$ cat src/hw/rtl/pksg_pkg.sv
// ----------------------------------------------------------------------------
// Permutation keystream generator package
// Shared constants, permutation tables and controller/datapath link types.
// ----------------------------------------------------------------------------
`default_nettype none

package pksg_pkg;

   localparam int PKSG_BLOCK_ENTRIES = 32;
   localparam int PKSG_TAB_LEN       = 32;
   localparam int PKSG_MAX_OUT       = 32;
   localparam int PKSG_KEY_BYTES     = 8;

   localparam logic [4:0] PKSG_OUTER_TAB [PKSG_TAB_LEN] = '{
      5'd21, 5'd8,  5'd19, 5'd12, 5'd2,  5'd11, 5'd28, 5'd20,
      5'd7,  5'd5,  5'd9,  5'd1,  5'd22, 5'd27, 5'd16, 5'd31,
      5'd18, 5'd3,  5'd26, 5'd29, 5'd17, 5'd15, 5'd25, 5'd14,
      5'd30, 5'd13, 5'd6,  5'd4,  5'd10, 5'd24, 5'd23, 5'd0
   };

   localparam logic [4:0] PKSG_MIDDLE_TAB [PKSG_TAB_LEN] = '{
      5'd10, 5'd7,  5'd15, 5'd11, 5'd14, 5'd30, 5'd8,  5'd18,
      5'd20, 5'd21, 5'd4,  5'd0,  5'd31, 5'd28, 5'd16, 5'd13,
      5'd24, 5'd23, 5'd27, 5'd9,  5'd12, 5'd22, 5'd6,  5'd3,
      5'd1,  5'd5,  5'd19, 5'd29, 5'd26, 5'd25, 5'd17, 5'd2
   };

   localparam logic [4:0] PKSG_INNER_TAB [PKSG_TAB_LEN] = '{
      5'd31, 5'd11, 5'd4,  5'd17, 5'd27, 5'd9,  5'd26, 5'd8,
      5'd1,  5'd10, 5'd28, 5'd5,  5'd3,  5'd25, 5'd23, 5'd21,
      5'd14, 5'd20, 5'd16, 5'd2,  5'd7,  5'd0,  5'd12, 5'd30,
      5'd29, 5'd22, 5'd18, 5'd13, 5'd6,  5'd19, 5'd24, 5'd15
   };

   localparam logic PKSG_SALT_TAB [PKSG_TAB_LEN] = '{
      1'b1, 1'b1, 1'b1, 1'b1, 1'b1, 1'b1, 1'b1, 1'b1,
      1'b0, 1'b0, 1'b0, 1'b0, 1'b0, 1'b0, 1'b0, 1'b0,
      1'b1, 1'b1, 1'b1, 1'b1, 1'b1, 1'b1, 1'b1, 1'b1,
      1'b0, 1'b0, 1'b0, 1'b0, 1'b0, 1'b0, 1'b0, 1'b0
   };

   typedef struct packed {
      logic start;
      logic reload;
      logic issue;
      logic finish;
   } pksg_cmd_type;

   typedef struct packed {
      logic step;
      logic pipe_empty;
   } pksg_status_type;

endpackage

`default_nettype wire

$ cat src/hw/rtl/pksg_ram.sv
// ----------------------------------------------------------------------------
// Generic RAM
// One write port, one read port with registered read data (read-first).
// ----------------------------------------------------------------------------
`default_nettype none

module pksg_ram #(
   parameter int WIDTH = 8,
   parameter int DEPTH = 32,
   localparam int AW   = (DEPTH > 1) ? $clog2(DEPTH) : 1
) (
   input  wire logic             clock,
   input  wire logic             wr_en,
   input  wire logic [AW-1:0]    wr_addr,
   input  wire logic [WIDTH-1:0] wr_data,
   input  wire logic             rd_en,
   input  wire logic [AW-1:0]    rd_addr,
   output logic      [WIDTH-1:0] rd_data
);

   logic [WIDTH-1:0] mem_ff [DEPTH];
   logic [WIDTH-1:0] rd_data_ff;

   always_ff @(posedge clock) begin
      if (wr_en) begin
         mem_ff[wr_addr] <= wr_data;
      end
      if (rd_en) begin
         rd_data_ff <= mem_ff[rd_addr];
      end
   end

   assign rd_data = rd_data_ff;

endmodule

`default_nettype wire

$ cat src/hw/rtl/pksg_ctrl.sv
// ----------------------------------------------------------------------------
// Permutation keystream generator controller
// Accepts a request, issues block indexes into the datapath, waits for the
// pipeline to drain and commits the block.
// ----------------------------------------------------------------------------
`default_nettype none

module pksg_ctrl
   import pksg_pkg::*;
#(
   parameter int BLOCK_ENTRIES = PKSG_BLOCK_ENTRIES,
   localparam int IDX_W        = (BLOCK_ENTRIES > 1) ? $clog2(BLOCK_ENTRIES) : 1
) (
   input  wire logic            clock,
   input  wire logic            reset,
   input  wire logic            req_valid,
   output logic                 req_ready,
   input  wire logic            req_reload,
   input  wire pksg_status_type status,
   output pksg_cmd_type         cmd,
   output logic [IDX_W-1:0]     issue_idx
);

   localparam logic [1:0] ST_IDLE  = 2'd0;
   localparam logic [1:0] ST_ISSUE = 2'd1;
   localparam logic [1:0] ST_DRAIN = 2'd2;

   logic [1:0]       state_ff;
   logic [1:0]       state_in;
   logic [IDX_W-1:0] idx_ff;
   logic [IDX_W-1:0] idx_in;

   always_comb begin
      state_in   = state_ff;
      idx_in     = idx_ff;
      cmd        = '0;
      cmd.reload = req_reload;
      req_ready  = 1'b0;
      unique case (state_ff)
         ST_IDLE: begin
            req_ready = 1'b1;
            if (req_valid) begin
               cmd.start = 1'b1;
               idx_in    = '0;
               state_in  = ST_ISSUE;
            end
         end
         ST_ISSUE: begin
            cmd.issue = 1'b1;
            if (status.step) begin
               if (idx_ff == IDX_W'(BLOCK_ENTRIES - 1)) begin
                  state_in = ST_DRAIN;
               end else begin
                  idx_in = idx_ff + IDX_W'(1);
               end
            end
         end
         ST_DRAIN: begin
            if (status.pipe_empty) begin
               cmd.finish = 1'b1;
               state_in   = ST_IDLE;
            end
         end
         default: begin
            state_in = ST_IDLE;
         end
      endcase
   end

   always_ff @(posedge clock) begin
      if (reset) begin
         state_ff <= ST_IDLE;
         idx_ff   <= '0;
      end else begin
         state_ff <= state_in;
         idx_ff   <= idx_in;
      end
   end

   assign issue_idx = idx_ff;

endmodule

`default_nettype wire

$ cat src/hw/rtl/pksg_datapath.sv
// ----------------------------------------------------------------------------
// Permutation keystream generator datapath
// Three-stage pipeline: middle table read, composition and salt reads,
// salt update with forwarding, and the result register.
// ----------------------------------------------------------------------------
`default_nettype none

module pksg_datapath
   import pksg_pkg::*;
#(
   parameter int BLOCK_ENTRIES = PKSG_BLOCK_ENTRIES,
   localparam int IDX_W        = (BLOCK_ENTRIES > 1) ? $clog2(BLOCK_ENTRIES) : 1
) (
   input  wire logic             clock,
   input  wire logic             reset,
   input  wire logic             csr_write_enable,
   input  wire logic [63:0]      csr_write_data,
   input  wire pksg_cmd_type     cmd,
   input  wire logic [IDX_W-1:0] issue_idx,
   output pksg_status_type       status,
   output logic                  rsp_valid,
   input  wire logic             rsp_ready,
   output logic [7:0]            rsp_byte_value,
   output logic [4:0]            rsp_byte_index,
   output logic                  rsp_last_byte
);

   logic [IDX_W-1:0] outer_tab  [BLOCK_ENTRIES];
   logic [IDX_W-1:0] inner_tab  [BLOCK_ENTRIES];
   logic [IDX_W-1:0] middle_tab [BLOCK_ENTRIES];
   logic [7:0]       salt_init  [BLOCK_ENTRIES];

   logic [63:0]      seed_key_ff;
   logic [63:0]      seed_key_in;
   logic [63:0]      init_key_ff;
   logic [63:0]      init_key_in;
   logic             fresh_ff;
   logic             fresh_in;
   logic             bank_ff;
   logic             bank_in;

   logic             s1_valid_ff;
   logic             s1_valid_in;
   logic [IDX_W-1:0] s1_idx_ff;
   logic [IDX_W-1:0] s1_idx_in;
   logic [IDX_W-1:0] s1_inner_ff;
   logic [IDX_W-1:0] s1_inner_in;
   logic             s2_valid_ff;
   logic             s2_valid_in;
   logic [IDX_W-1:0] s2_idx_ff;
   logic [IDX_W-1:0] s2_idx_in;
   logic [IDX_W-1:0] s2_comp_ff;
   logic [IDX_W-1:0] s2_comp_in;
   logic [7:0]       prev_res_ff;
   logic [7:0]       prev_res_in;

   logic             rsp_valid_ff;
   logic             rsp_valid_in;
   logic [7:0]       rsp_value_ff;
   logic [7:0]       rsp_value_in;
   logic [4:0]       rsp_index_ff;
   logic [4:0]       rsp_index_in;
   logic             rsp_last_ff;
   logic             rsp_last_in;

   logic             step;
   logic [IDX_W-1:0] mid_rd_data;
   logic [IDX_W-1:0] mid_sel;
   logic [IDX_W-1:0] comp1;
   logic [7:0]       salt_a_rd;
   logic [7:0]       salt_b_rd;
   logic [7:0]       own_val;
   logic [7:0]       other_val;
   logic [7:0]       res;
   logic [31:0]      idx32;
   logic             emit;
   logic             salt_wr_en;

   for (genvar g = 0; g < BLOCK_ENTRIES; g++) begin : g_tab
      assign outer_tab[g]  = IDX_W'(PKSG_OUTER_TAB[g % PKSG_TAB_LEN] % BLOCK_ENTRIES);
      assign inner_tab[g]  = IDX_W'(PKSG_INNER_TAB[g % PKSG_TAB_LEN] % BLOCK_ENTRIES);
      assign middle_tab[g] = IDX_W'(PKSG_MIDDLE_TAB[g % PKSG_TAB_LEN] % BLOCK_ENTRIES);
      if (g < PKSG_KEY_BYTES) begin : g_key
         assign salt_init[g] = {7'd0, PKSG_SALT_TAB[g % PKSG_TAB_LEN]} ^ init_key_ff[8*g +: 8];
      end else begin : g_plain
         assign salt_init[g] = {7'd0, PKSG_SALT_TAB[g % PKSG_TAB_LEN]};
      end
   end

   assign step              = !rsp_valid_ff || rsp_ready;
   assign status.step       = step;
   assign status.pipe_empty = !s1_valid_ff && !s2_valid_ff;

   pksg_ram #(
      .WIDTH (IDX_W),
      .DEPTH (2 << IDX_W)
   ) u_mid_ram (
      .clock   (clock),
      .wr_en   (step && s1_valid_ff),
      .wr_addr ({~bank_ff, s1_idx_ff}),
      .wr_data (comp1),
      .rd_en   (step),
      .rd_addr ({bank_ff, inner_tab[issue_idx]}),
      .rd_data (mid_rd_data)
   );

   pksg_ram #(
      .WIDTH (8),
      .DEPTH (BLOCK_ENTRIES)
   ) u_salt_a_ram (
      .clock   (clock),
      .wr_en   (salt_wr_en),
      .wr_addr (s2_idx_ff),
      .wr_data (res),
      .rd_en   (step),
      .rd_addr (s1_idx_ff),
      .rd_data (salt_a_rd)
   );

   pksg_ram #(
      .WIDTH (8),
      .DEPTH (BLOCK_ENTRIES)
   ) u_salt_b_ram (
      .clock   (clock),
      .wr_en   (salt_wr_en),
      .wr_addr (s2_idx_ff),
      .wr_data (res),
      .rd_en   (step),
      .rd_addr (comp1),
      .rd_data (salt_b_rd)
   );

   always_comb begin
      mid_sel = fresh_ff ? middle_tab[s1_inner_ff] : mid_rd_data;
      comp1   = outer_tab[mid_sel];

      own_val = fresh_ff ? salt_init[s2_idx_ff] : salt_a_rd;
      if (s2_comp_ff == s2_idx_ff) begin
         other_val = own_val;
      end else if (s2_comp_ff < s2_idx_ff) begin
         other_val = (s2_comp_ff == s2_idx_ff - IDX_W'(1)) ? prev_res_ff : salt_b_rd;
      end else begin
         other_val = fresh_ff ? salt_init[s2_comp_ff] : salt_b_rd;
      end
      res = own_val ^ other_val;

      salt_wr_en = step && s2_valid_ff;
      idx32      = 32'(s2_idx_ff);
      emit       = s2_valid_ff && (idx32 < 32'(PKSG_MAX_OUT));
   end

   always_comb begin
      seed_key_in = csr_write_enable ? csr_write_data : seed_key_ff;
      init_key_in = init_key_ff;
      fresh_in    = fresh_ff;
      bank_in     = bank_ff;
      if (cmd.start) begin
         fresh_in = fresh_ff || cmd.reload;
         if (cmd.reload) begin
            init_key_in = seed_key_ff;
         end
      end
      if (cmd.finish) begin
         fresh_in = 1'b0;
         bank_in  = ~bank_ff;
      end

      s1_valid_in  = s1_valid_ff;
      s1_idx_in    = s1_idx_ff;
      s1_inner_in  = s1_inner_ff;
      s2_valid_in  = s2_valid_ff;
      s2_idx_in    = s2_idx_ff;
      s2_comp_in   = s2_comp_ff;
      prev_res_in  = prev_res_ff;
      rsp_valid_in = rsp_valid_ff;
      rsp_value_in = rsp_value_ff;
      rsp_index_in = rsp_index_ff;
      rsp_last_in  = rsp_last_ff;

      if (step) begin
         s1_valid_in  = cmd.issue;
         s1_idx_in    = issue_idx;
         s1_inner_in  = inner_tab[issue_idx];
         s2_valid_in  = s1_valid_ff;
         s2_idx_in    = s1_idx_ff;
         s2_comp_in   = comp1;
         prev_res_in  = res;
         rsp_valid_in = emit;
         rsp_value_in = res;
         rsp_index_in = idx32[4:0];
         rsp_last_in  = (idx32 == 32'(BLOCK_ENTRIES - 1)) ||
                        (idx32 == 32'(PKSG_MAX_OUT - 1));
      end
   end

   always_ff @(posedge clock) begin
      if (reset) begin
         seed_key_ff  <= '0;
         init_key_ff  <= '0;
         fresh_ff     <= 1'b1;
         bank_ff      <= 1'b0;
         s1_valid_ff  <= 1'b0;
         s2_valid_ff  <= 1'b0;
         rsp_valid_ff <= 1'b0;
      end else begin
         seed_key_ff  <= seed_key_in;
         init_key_ff  <= init_key_in;
         fresh_ff     <= fresh_in;
         bank_ff      <= bank_in;
         s1_valid_ff  <= s1_valid_in;
         s2_valid_ff  <= s2_valid_in;
         rsp_valid_ff <= rsp_valid_in;
      end
   end

   always_ff @(posedge clock) begin
      s1_idx_ff    <= s1_idx_in;
      s1_inner_ff  <= s1_inner_in;
      s2_idx_ff    <= s2_idx_in;
      s2_comp_ff   <= s2_comp_in;
      prev_res_ff  <= prev_res_in;
      rsp_value_ff <= rsp_value_in;
      rsp_index_ff <= rsp_index_in;
      rsp_last_ff  <= rsp_last_in;
   end

   assign rsp_valid      = rsp_valid_ff;
   assign rsp_byte_value = rsp_value_ff;
   assign rsp_byte_index = rsp_index_ff;
   assign rsp_last_byte  = rsp_last_ff;

endmodule

`default_nettype wire

$ cat src/hw/rtl/permutation_keystream_generator_top.sv
// ----------------------------------------------------------------------------
// Permutation keystream generator
// Each request yields one block of salt bytes; one transfer per byte, the
// first 32 bytes of a block, in index order, the last one flagged.
// ----------------------------------------------------------------------------
// A request is accepted, then one block index is issued per cycle while
// the result channel does not stall, through a three-stage pipeline;
// the pipeline then drains and the block is committed; only then can the
// next request be taken. The salt update loop writes one salt entry per
// cycle while the result channel does not stall, through a single write
// port, and forwards the entry written just before it. Results leave one
// per cycle while the result channel is ready. Reload and the state after
// reset are applied on the fly from the built-in tables: no clearing pass.
// ----------------------------------------------------------------------------
`default_nettype none

module permutation_keystream_generator_top
   import pksg_pkg::*;
#(
   parameter int BLOCK_ENTRIES = PKSG_BLOCK_ENTRIES,
   localparam int IDX_W        = (BLOCK_ENTRIES > 1) ? $clog2(BLOCK_ENTRIES) : 1
) (
   input  wire logic        clock,
   input  wire logic        reset,
   input  wire logic        csr_write_enable,
   input  wire logic [63:0] csr_write_data,
   input  wire logic        req_valid,
   output logic             req_ready,
   input  wire logic        req_reload,
   output logic             rsp_valid,
   input  wire logic        rsp_ready,
   output logic [7:0]       rsp_byte_value,
   output logic [4:0]       rsp_byte_index,
   output logic             rsp_last_byte
);

   pksg_cmd_type     cmd;
   pksg_status_type  status;
   logic [IDX_W-1:0] issue_idx;

   pksg_ctrl #(
      .BLOCK_ENTRIES (BLOCK_ENTRIES)
   ) u_ctrl (
      .clock      (clock),
      .reset      (reset),
      .req_valid  (req_valid),
      .req_ready  (req_ready),
      .req_reload (req_reload),
      .status     (status),
      .cmd        (cmd),
      .issue_idx  (issue_idx)
   );

   pksg_datapath #(
      .BLOCK_ENTRIES (BLOCK_ENTRIES)
   ) u_datapath (
      .clock            (clock),
      .reset            (reset),
      .csr_write_enable (csr_write_enable),
      .csr_write_data   (csr_write_data),
      .cmd              (cmd),
      .issue_idx        (issue_idx),
      .status           (status),
      .rsp_valid        (rsp_valid),
      .rsp_ready        (rsp_ready),
      .rsp_byte_value   (rsp_byte_value),
      .rsp_byte_index   (rsp_byte_index),
      .rsp_last_byte    (rsp_last_byte)
   );

endmodule

`default_nettype wire
$ cat config.mk
export PLATFORM = sky130hd
export DESIGN_NAME = permutation_keystream_generator_top
export DESIGN_NICKNAME = d
export VERILOG_FILES = /design/src/hw/rtl/pksg_pkg.sv /design/src/hw/rtl/pksg_ram.sv /design/src/hw/rtl/pksg_ctrl.sv /design/src/hw/rtl/pksg_datapath.sv /design/src/hw/rtl/permutation_keystream_generator_top.sv
export SDC_FILE = /design/constraint.sdc
export NUM_CORES = 1
export LEC_CHECK = 0
export CAP_MARGIN = 25
export CORE_MARGIN = 10
export CORE_UTILIZATION = 30
export DETAILED_ROUTE_END_ITERATION = 8
export DONT_BUFFER_PORTS = 1
export HOLD_SLACK_MARGIN = 0.12
export PLACE_DENSITY_LB_ADDON = 0.15
export SLEW_MARGIN = 20
export SYNTH_ARGS = -nofsm -noshare
export SYNTH_HDL_FRONTEND = slang
export SYNTH_SLANG_ARGS = --single-unit
$ cat constraint.sdc
create_clock -name clock -period 8.1 [get_ports clock]
set_input_delay 1.62 -clock clock [delete_from_list [all_inputs] [get_ports clock]]
set_output_delay 1.62 -clock clock [all_outputs]
set_load 0.01 [all_outputs]
# Yosys cells after proc, flatten, opt, wreduce, memory -nomap -nowiden
# Memory sizes are Yosys's and may differ from the RTL's. A register that Yosys moved wholly into a read port is not among the register bits.
# Cells that the tools add are included.
classes:
  bitwise_logic: 15
  eq_ne: 11
  addsub: 2
  n_reduce_logical: 14
  n_mux: 39
  n_lt_le_gt_ge: 6
ops:
  columns: ["operator", "count"]
  rows:
  - ["8-bit binary-select mux with 5-bit select", 2]
  - ["8-bit 2-to-1 mux", 9]
  - ["5-bit 2-to-1 mux", 10]
  - ["6-bit >= comparator, second input constant", 5]
  - ["5-bit NOT with 6-bit output", 5]
  - ["1-bit 2-to-1 mux", 12]
  - ["5-bit equality test", 2]
  - ["5-bit equality test, second input constant", 2]
  - ["5-bit case mux with 2 select lines", 1]
  - ["1-bit NOT", 9]
  - ["2-bit 2-to-1 mux", 4]
  - ["4-bit AND reduction", 2]
  - ["8-bit bitwise XOR", 1]
  - ["2-bit inequality test, second input constant", 3]
  - ["2-bit case mux with 3 select lines", 1]
  - ["5-bit by 1-bit adder with 5-bit output, second input constant", 1]
  - ["5-bit less-than comparator", 1]
  - ["5-bit by 1-bit subtractor with 5-bit output, second input constant", 1]
  - ["2-bit by 1-bit inequality test with 1-bit output, second input constant", 2]
  - ["2-bit nonzero test", 2]
  - ["1-bit logical AND", 3]
  - ["1-bit zero test", 3]
  - ["2-bit by 1-bit equality test with 1-bit output, second input constant", 1]
  - ["2-bit equality test, second input constant", 1]
  - ["other kinds (3)", 4]
totals:
  register_bits: 174
  in_bits: 70
  rom_bits: 480
  wordCells: 109
  mem_bits_rw: 832
  output_inout_bits: 16
  mem_count: 6
memory_table:
  columns: ["memory", "depth", "word_bits", "rd", "rd_clocked_by_memory_dff", "write_ports", "line_no", "rtl"]
  rows:
  - ["u_datapath.u_mid_ram.mem_ff", 64, 5, 1, 1, 1, "pksg_ram.sv:21", "logic [WIDTH-1:0] mem_ff [DEPTH];"]
  - ["u_datapath.u_salt_a_ram.mem_ff", 32, 8, 1, 1, 1, "pksg_ram.sv:21", null]
  - ["u_datapath.u_salt_b_ram.mem_ff", 32, 8, 1, 1, 1, "pksg_ram.sv:21", null]
  - ["(name not given)", 32, 5, 1, 0, 0, "pksg_datapath.sv:103", ".rd_addr ({bank_ff, inner_tab[issue_idx]}),"]
  - ["(name not given)", 32, 5, 1, 0, 0, "pksg_datapath.sv:134", "mid_sel = fresh_ff ? middle_tab[s1_inner_ff] : mid_rd_data;"]
  - ["(name not given)", 32, 5, 1, 0, 0, "pksg_datapath.sv:135", "comp1 = outer_tab[mid_sel];"]

# Depth between registers and ports, before layout
depth:
  depth_word: 9
  ltp_mapped: 19
  depth_no_buf: 17

# Cells and area by module
# Synthesis repeated with hierarchy kept, for this count alone.
hier_totals:
  cells_unflattened: 2397
  hier_area_um2: 42112.9
by_module_without_submodules:
  columns: ["module", "cells_per_inst", "n_inst", "seq_area_each_um2", "area_per_inst_um2"]
  rows:
  - ["pksg_ram (u_datapath.u_salt_a_ram ...)", 417, 2, 7927.6, 10133.5]
  - ["pksg_ram (u_datapath.u_mid_ram)", 610, 1, 9759.4, 12818.5]
  - ["pksg_datapath", 914, 1, 3683.5, 8640.8]
  - ["pksg_ctrl", 39, 1, 140.1, 386.6]

# Least setup slack after synthesis
# Ideal clock, no wire load.
synth_timing:
  path_type: "register -> register"
  startpoint: "register u_datapath.s1_inner_ff[1]"
  endpoint: "register u_datapath.u_salt_b_ram.rd_data_ff[7] (netlist: u_datapath.u_salt_b_ram.rd_data[7]) (read register of u_datapath.u_salt_b_ram.mem_ff), data pin"
  path_slack_ns: 2.357
  synth_period_minus_slack_ns: 5.743
  stages_incl_launch_ff: 16
  t_arrival_ns: 5.476
  setup_ns: 0.267
  n_path_buf: 1
  t_required_ns: 7.833
  cell_sequence: "edfxtp_1 > inv_1 > ha_1 > o211ai_1 > o31ai_1 > o311ai_1 > and2_1 > clkbuf_1 > ha_1 > mux2i_1 > nor2_1 > o31ai_2 > nand3_1 > a311o_1 > o22ai_1 > nor4b_2"
synth_between:
  elab_chain_len: 9
synth_lines:
  columns: ["element", "line_no", "rtl"]
  rows:
  - ["start: declaration", "pksg_datapath.sv:46", "logic [IDX_W-1:0] s1_inner_ff;"]
  - ["5-bit NOT with 6-bit output (not written as such)", "pksg_datapath.sv:134", null]
  - ["memory read 32 x 5 bit", null, null]
  - ["5-bit 2-to-1 mux (not written as such) (2 in series)", "pksg_datapath.sv:134", null]
  - ["5-bit 2-to-1 mux", "pksg_datapath.sv:134", null]
  - ["5-bit NOT with 6-bit output (not written as such)", "pksg_datapath.sv:135", null]
  - ["memory read 32 x 5 bit", null, null]
  - ["5-bit 2-to-1 mux (not written as such) (2 in series)", "pksg_datapath.sv:135", null]
  - ["via u_datapath.comp1[3]", "pksg_datapath.sv:69", "logic [IDX_W-1:0] comp1;"]
  - ["end: declaration", "pksg_ram.sv:22", "logic [WIDTH-1:0] rd_data_ff;"]
# The timed path passes the listed nets, and every way through them passes these cells. The select of a mux whose other input is x is not followed.
# A chain may end at the register's enable or synchronous reset.

# Worst setup path after layout
layout_timing:
  startpoint: "register u_datapath.s1_inner_ff[1]"
  endpoint: "register u_datapath.u_salt_b_ram.rd_data_ff[5] (netlist: u_datapath.u_salt_b_ram.rd_data[5]) (read register of u_datapath.u_salt_b_ram.mem_ff), data pin"
layout_between:
  elab_chain_len: 9
layout_lines:
  columns: ["element", "line_no"]
  rows:
  - ["5-bit NOT with 6-bit output (not written as such)", "pksg_datapath.sv:134"]
  - ["memory read 32 x 5 bit", null]
  - ["5-bit 2-to-1 mux (not written as such) (2 in series)", "pksg_datapath.sv:134"]
  - ["5-bit 2-to-1 mux", "pksg_datapath.sv:134"]
  - ["5-bit NOT with 6-bit output (not written as such)", "pksg_datapath.sv:135"]
  - ["memory read 32 x 5 bit", null]
  - ["5-bit 2-to-1 mux (not written as such) (2 in series)", "pksg_datapath.sv:135"]
# Every way passes these cells. The select of a mux whose other input is x is not followed.

==> results.yml <==
synth:
  ys_seq_elements: 771
  synth_nets: 2655
  synth_top_area_cell: "edfxtp_1"
  syn-mean-instance-area_um2: 13.48
  syn_area_mm2: 0.03448
  ys_seq_area_share_pct: 63.09
  syn_inst: 2557
  ys_warn_count: 0
  netlist_top_cells_area: "edfxtp_1 55%, dfxtp_1 8.1%, mux4_2 7.6%"
  synth_top_area_share_pct: 54.96
  synth_cell_types: 83
  yosysMostFrequentCell: "edfxtp_1"
  synth_ff_type: "edfxtp_1"
  synth_edf_count: 631
  synthArstFlopShare_pct: 0
  synth_common_cells: "631 x edfxtp_1, 308 x nand2_1, 232 x nor2_1, 195 x mux2i_1, 153 x a21oi_1"
final_layout:
  drive_above_1_share_pct: 15.58
  fin_nets: 2640
  syn2layout_area_growth_pct: 13.40
worst_hold_path:
  hp-class: "reg2reg"
setup_path:
  cp.arrival_ns: 6.63
  critPathKind: "reg2reg"
  end_kind: "register"
  cp.required_ns: 8.51
  critPathMaxFanout: 91
  worst_setup_path_start_kind: "register"
placed_design:
  post-dp-hpwl_um: 69090
  numPortBuffers: 0
  place_congestion: 0.8591
power_and_ir_drop:
  clock_power_share_pct: 36.8
  internal-power_uw: 7626
  vdd_drop_max_v: 0.0001512
  power_density_mw_per_mm2: 271.7
  p_comb_share_pct: 16.9
  seq_power_share_pct: 46.3
  p_leak_uw: 0.01265
  p_sw_uw: 2998
  swShare_pct: 28.22
route:
  drt_iter0_drc: 2197
  wl_per_cell_um: 25.77
  vias: 22143
  avgViaCountPerCell: 5.367
  drc: 0
  drt_wl_total_um: 106300
  ant_nets: 0
  detail_route.first_pass.iterations: 6
sta:
  drv_slew: 0
  fin_tns_setup_ns: 0
  maxSlewHeadroom_pct: 32.86
  setup_viol: 0
  fin_crit_ns: 6.224
  skew_ns: 0.02777
  fin_crit_sh_pct: 76.84
  rsz0062_at_grt: "false"
  timing.final.hold_violations: 0
  whs_ns: 0.4552
  fmax_ghz: 0.1607
  tightest_slew_ns: 1.003
grt:
  grt_pass1_vias: 21927
  grt_antenna_before_repair: 2
  grt_max_degree: 141
  gr-usage-all-layers_pct: 15.87
  grt_overflow: 0
  grt_pass1_wl_um: 154700
die:
  die_area_mm2: 0.1289
  die_x_um: 359
  rows: 124
  num_io_pins: 86
  start_util_pct: 30.19
  dieHeight_um: 359
  core_mm2: 0.1142
clock_tree:
  cts_root_buf: "clkbuf_16"
  cts_tree: "yes"
  cts_resized: 0
  ctsHoldBuffers: 0
  cts_inserted_buffers: 89
  htree_levels: 3
  cts_buffer_depth: 3
  clk_pin_slew_ns: 0.06
  clk_latency_ns: 0.67
  clock-sinks: 771
  post_cts_buffers: 0
status:
  status: "finished clean"
job:
  drv_cap: 0
-- flip-flops by register name (all words and copies together), names as in the netlist, 8 cells and up --
register,cells
u_datapath.init_key_ff,64
u_datapath.prev_res_ff,8
u_datapath.seed_key_ff,64
u_datapath.u_mid_ram.mem_ff,320
u_datapath.u_salt_a_ram.mem_ff,256
u_datapath.u_salt_a_ram.rd_data,8
u_datapath.u_salt_b_ram.rd_data,8
-- logic make-up (layout without fill, tap and decap cells) --
logic type      Yosys count  after routing  synth area share, %
compound gates          485            485                9.592
xor+xnor                 15             15               0.3811
fa+ha+maj                30             30                1.078
buf+inv                 211            267                2.660
flops                   771            771                63.09
mux                     347            347                14.43
other cells               0              1                    0
simple gates            698            698                8.775
-- power by group through the flow --
stage / clock, uW / combinational (uW) / sequential, uW
6_report: 3910 / 1790 / 4920
5_1_grt: 4190 / 1940 / 4930
4_1_cts: 4030 / 1800 / 4920
3_5_place_dp: 0 / 1800 / 5010
3_3_place_gp: 0 / 1760 / 5010
2_1_floorplan: 0 / 1230 / 4920
-- path summary, 6_finish.rpt --
path | cells past startpoint | slack, ns | end | from
setup reg to reg | 16 | 1.88 | u_datapath.u_salt_b_ram.rd_data[5]$_DFFE_PN_ | u_datapath.s1_inner_ff[1]$_DFFE_PN_
setup / recovery | 16 | 1.88 | u_datapath.u_salt_b_ram.rd_data[5]$_DFFE_PN_ | u_datapath.s1_inner_ff[1]$_DFFE_PN_
hold / removal | 2 | 0.46 | u_datapath.init_key_ff[14]$_SDFFE_PP0P_ | u_datapath.seed_key_ff[14]$_SDFFE_PP0P_
hold reg to reg | 2 | 0.46 | u_datapath.init_key_ff[14]$_SDFFE_PP0P_ | u_datapath.seed_key_ff[14]$_SDFFE_PP0P_
-- layout by cell type, fill, tap and decap left out, drive strengths merged, types with 6 or more instances in the layout --
cell / netlist / layout
a21oi: 154 / 154
xnor2: 12 / 12
edfxtp: 631 / 631
a22o: 17 / 17
nor2: 234 / 234
a211oi: 66 / 66
clkinv: 2 / 33
nor3: 23 / 23
o21ai: 56 / 56
and2: 46 / 46
mux4: 116 / 116
a311o: 12 / 12
a221oi: 19 / 19
clkbuf: 114 / 117
o221ai: 7 / 7
nor2b: 10 / 10
o22ai: 28 / 28
nand2: 309 / 309
buf: 62 / 69
mux2: 36 / 36
dfxtp: 140 / 140
a222oi: 7 / 7
mux2i: 195 / 195
o211ai: 6 / 6
a221o: 14 / 14
nand3: 28 / 28
a31oi: 24 / 24
a311oi: 25 / 25
or3: 6 / 6
and3: 18 / 18
a22oi: 20 / 20
nor4b: 6 / 6
ha: 28 / 28
inv: 33 / 40
-- per-layer routing --
layer | global-route usage, % | up-vias | part of all wire [%]
met5 | 0 | - | 0
li1 | - | 9791 | -
met3 | 2.710 | 156 | 6.7
met4 | 4.295 | 0 | 2.3
met1 | 22.40 | 11335 | 45
met2 | 24.91 | 861 | 46
-- stage by stage --
stage	instances	worst slack, ns	util [%]	total power (uW)	cell area, um^2
floorplan	2557	2.357	-	6144	34480
global placement	3958	2.217	31.69	6766	36180
detailed placement	3961	1.940	31.73	6810	36230
CTS	4123	1.941	34.21	10750	39070
global route	4125	1.490	34.24	11060	39090
finish	4126	1.876	34.24	10620	39100
-- critical path, cell delays in order (launching register included) --
cell,delay (ns)
edfxtp_1,0.61
inv_1,0.20
ha_1,0.40
nand2_1,0.14
a32oi_1,0.11
o221ai_1,0.68
inv_1,0.27
ha_1,0.31
o211ai_1,0.27
o32a_4,0.28
nand2_4,0.29
inv_6,0.70
buf_4,0.57
mux4_2,0.58
o22ai_1,0.25
nor2_1,0.07
nor4b_2,0.16
-- layout make-up --
class	count	area [um^2]
Tap cell	1512	1892
Clock inverter	46	406.6
Fill cell	11122	75090
Sequential cell	771	21750
Clock buffer	116	2430
Antenna cell	1	2.502
Inverter	35	138.9
Timing Repair Buffer	70	550.5
Multi-Input combinational cell	1575	11930
Power figures use the tool's default switching activity.
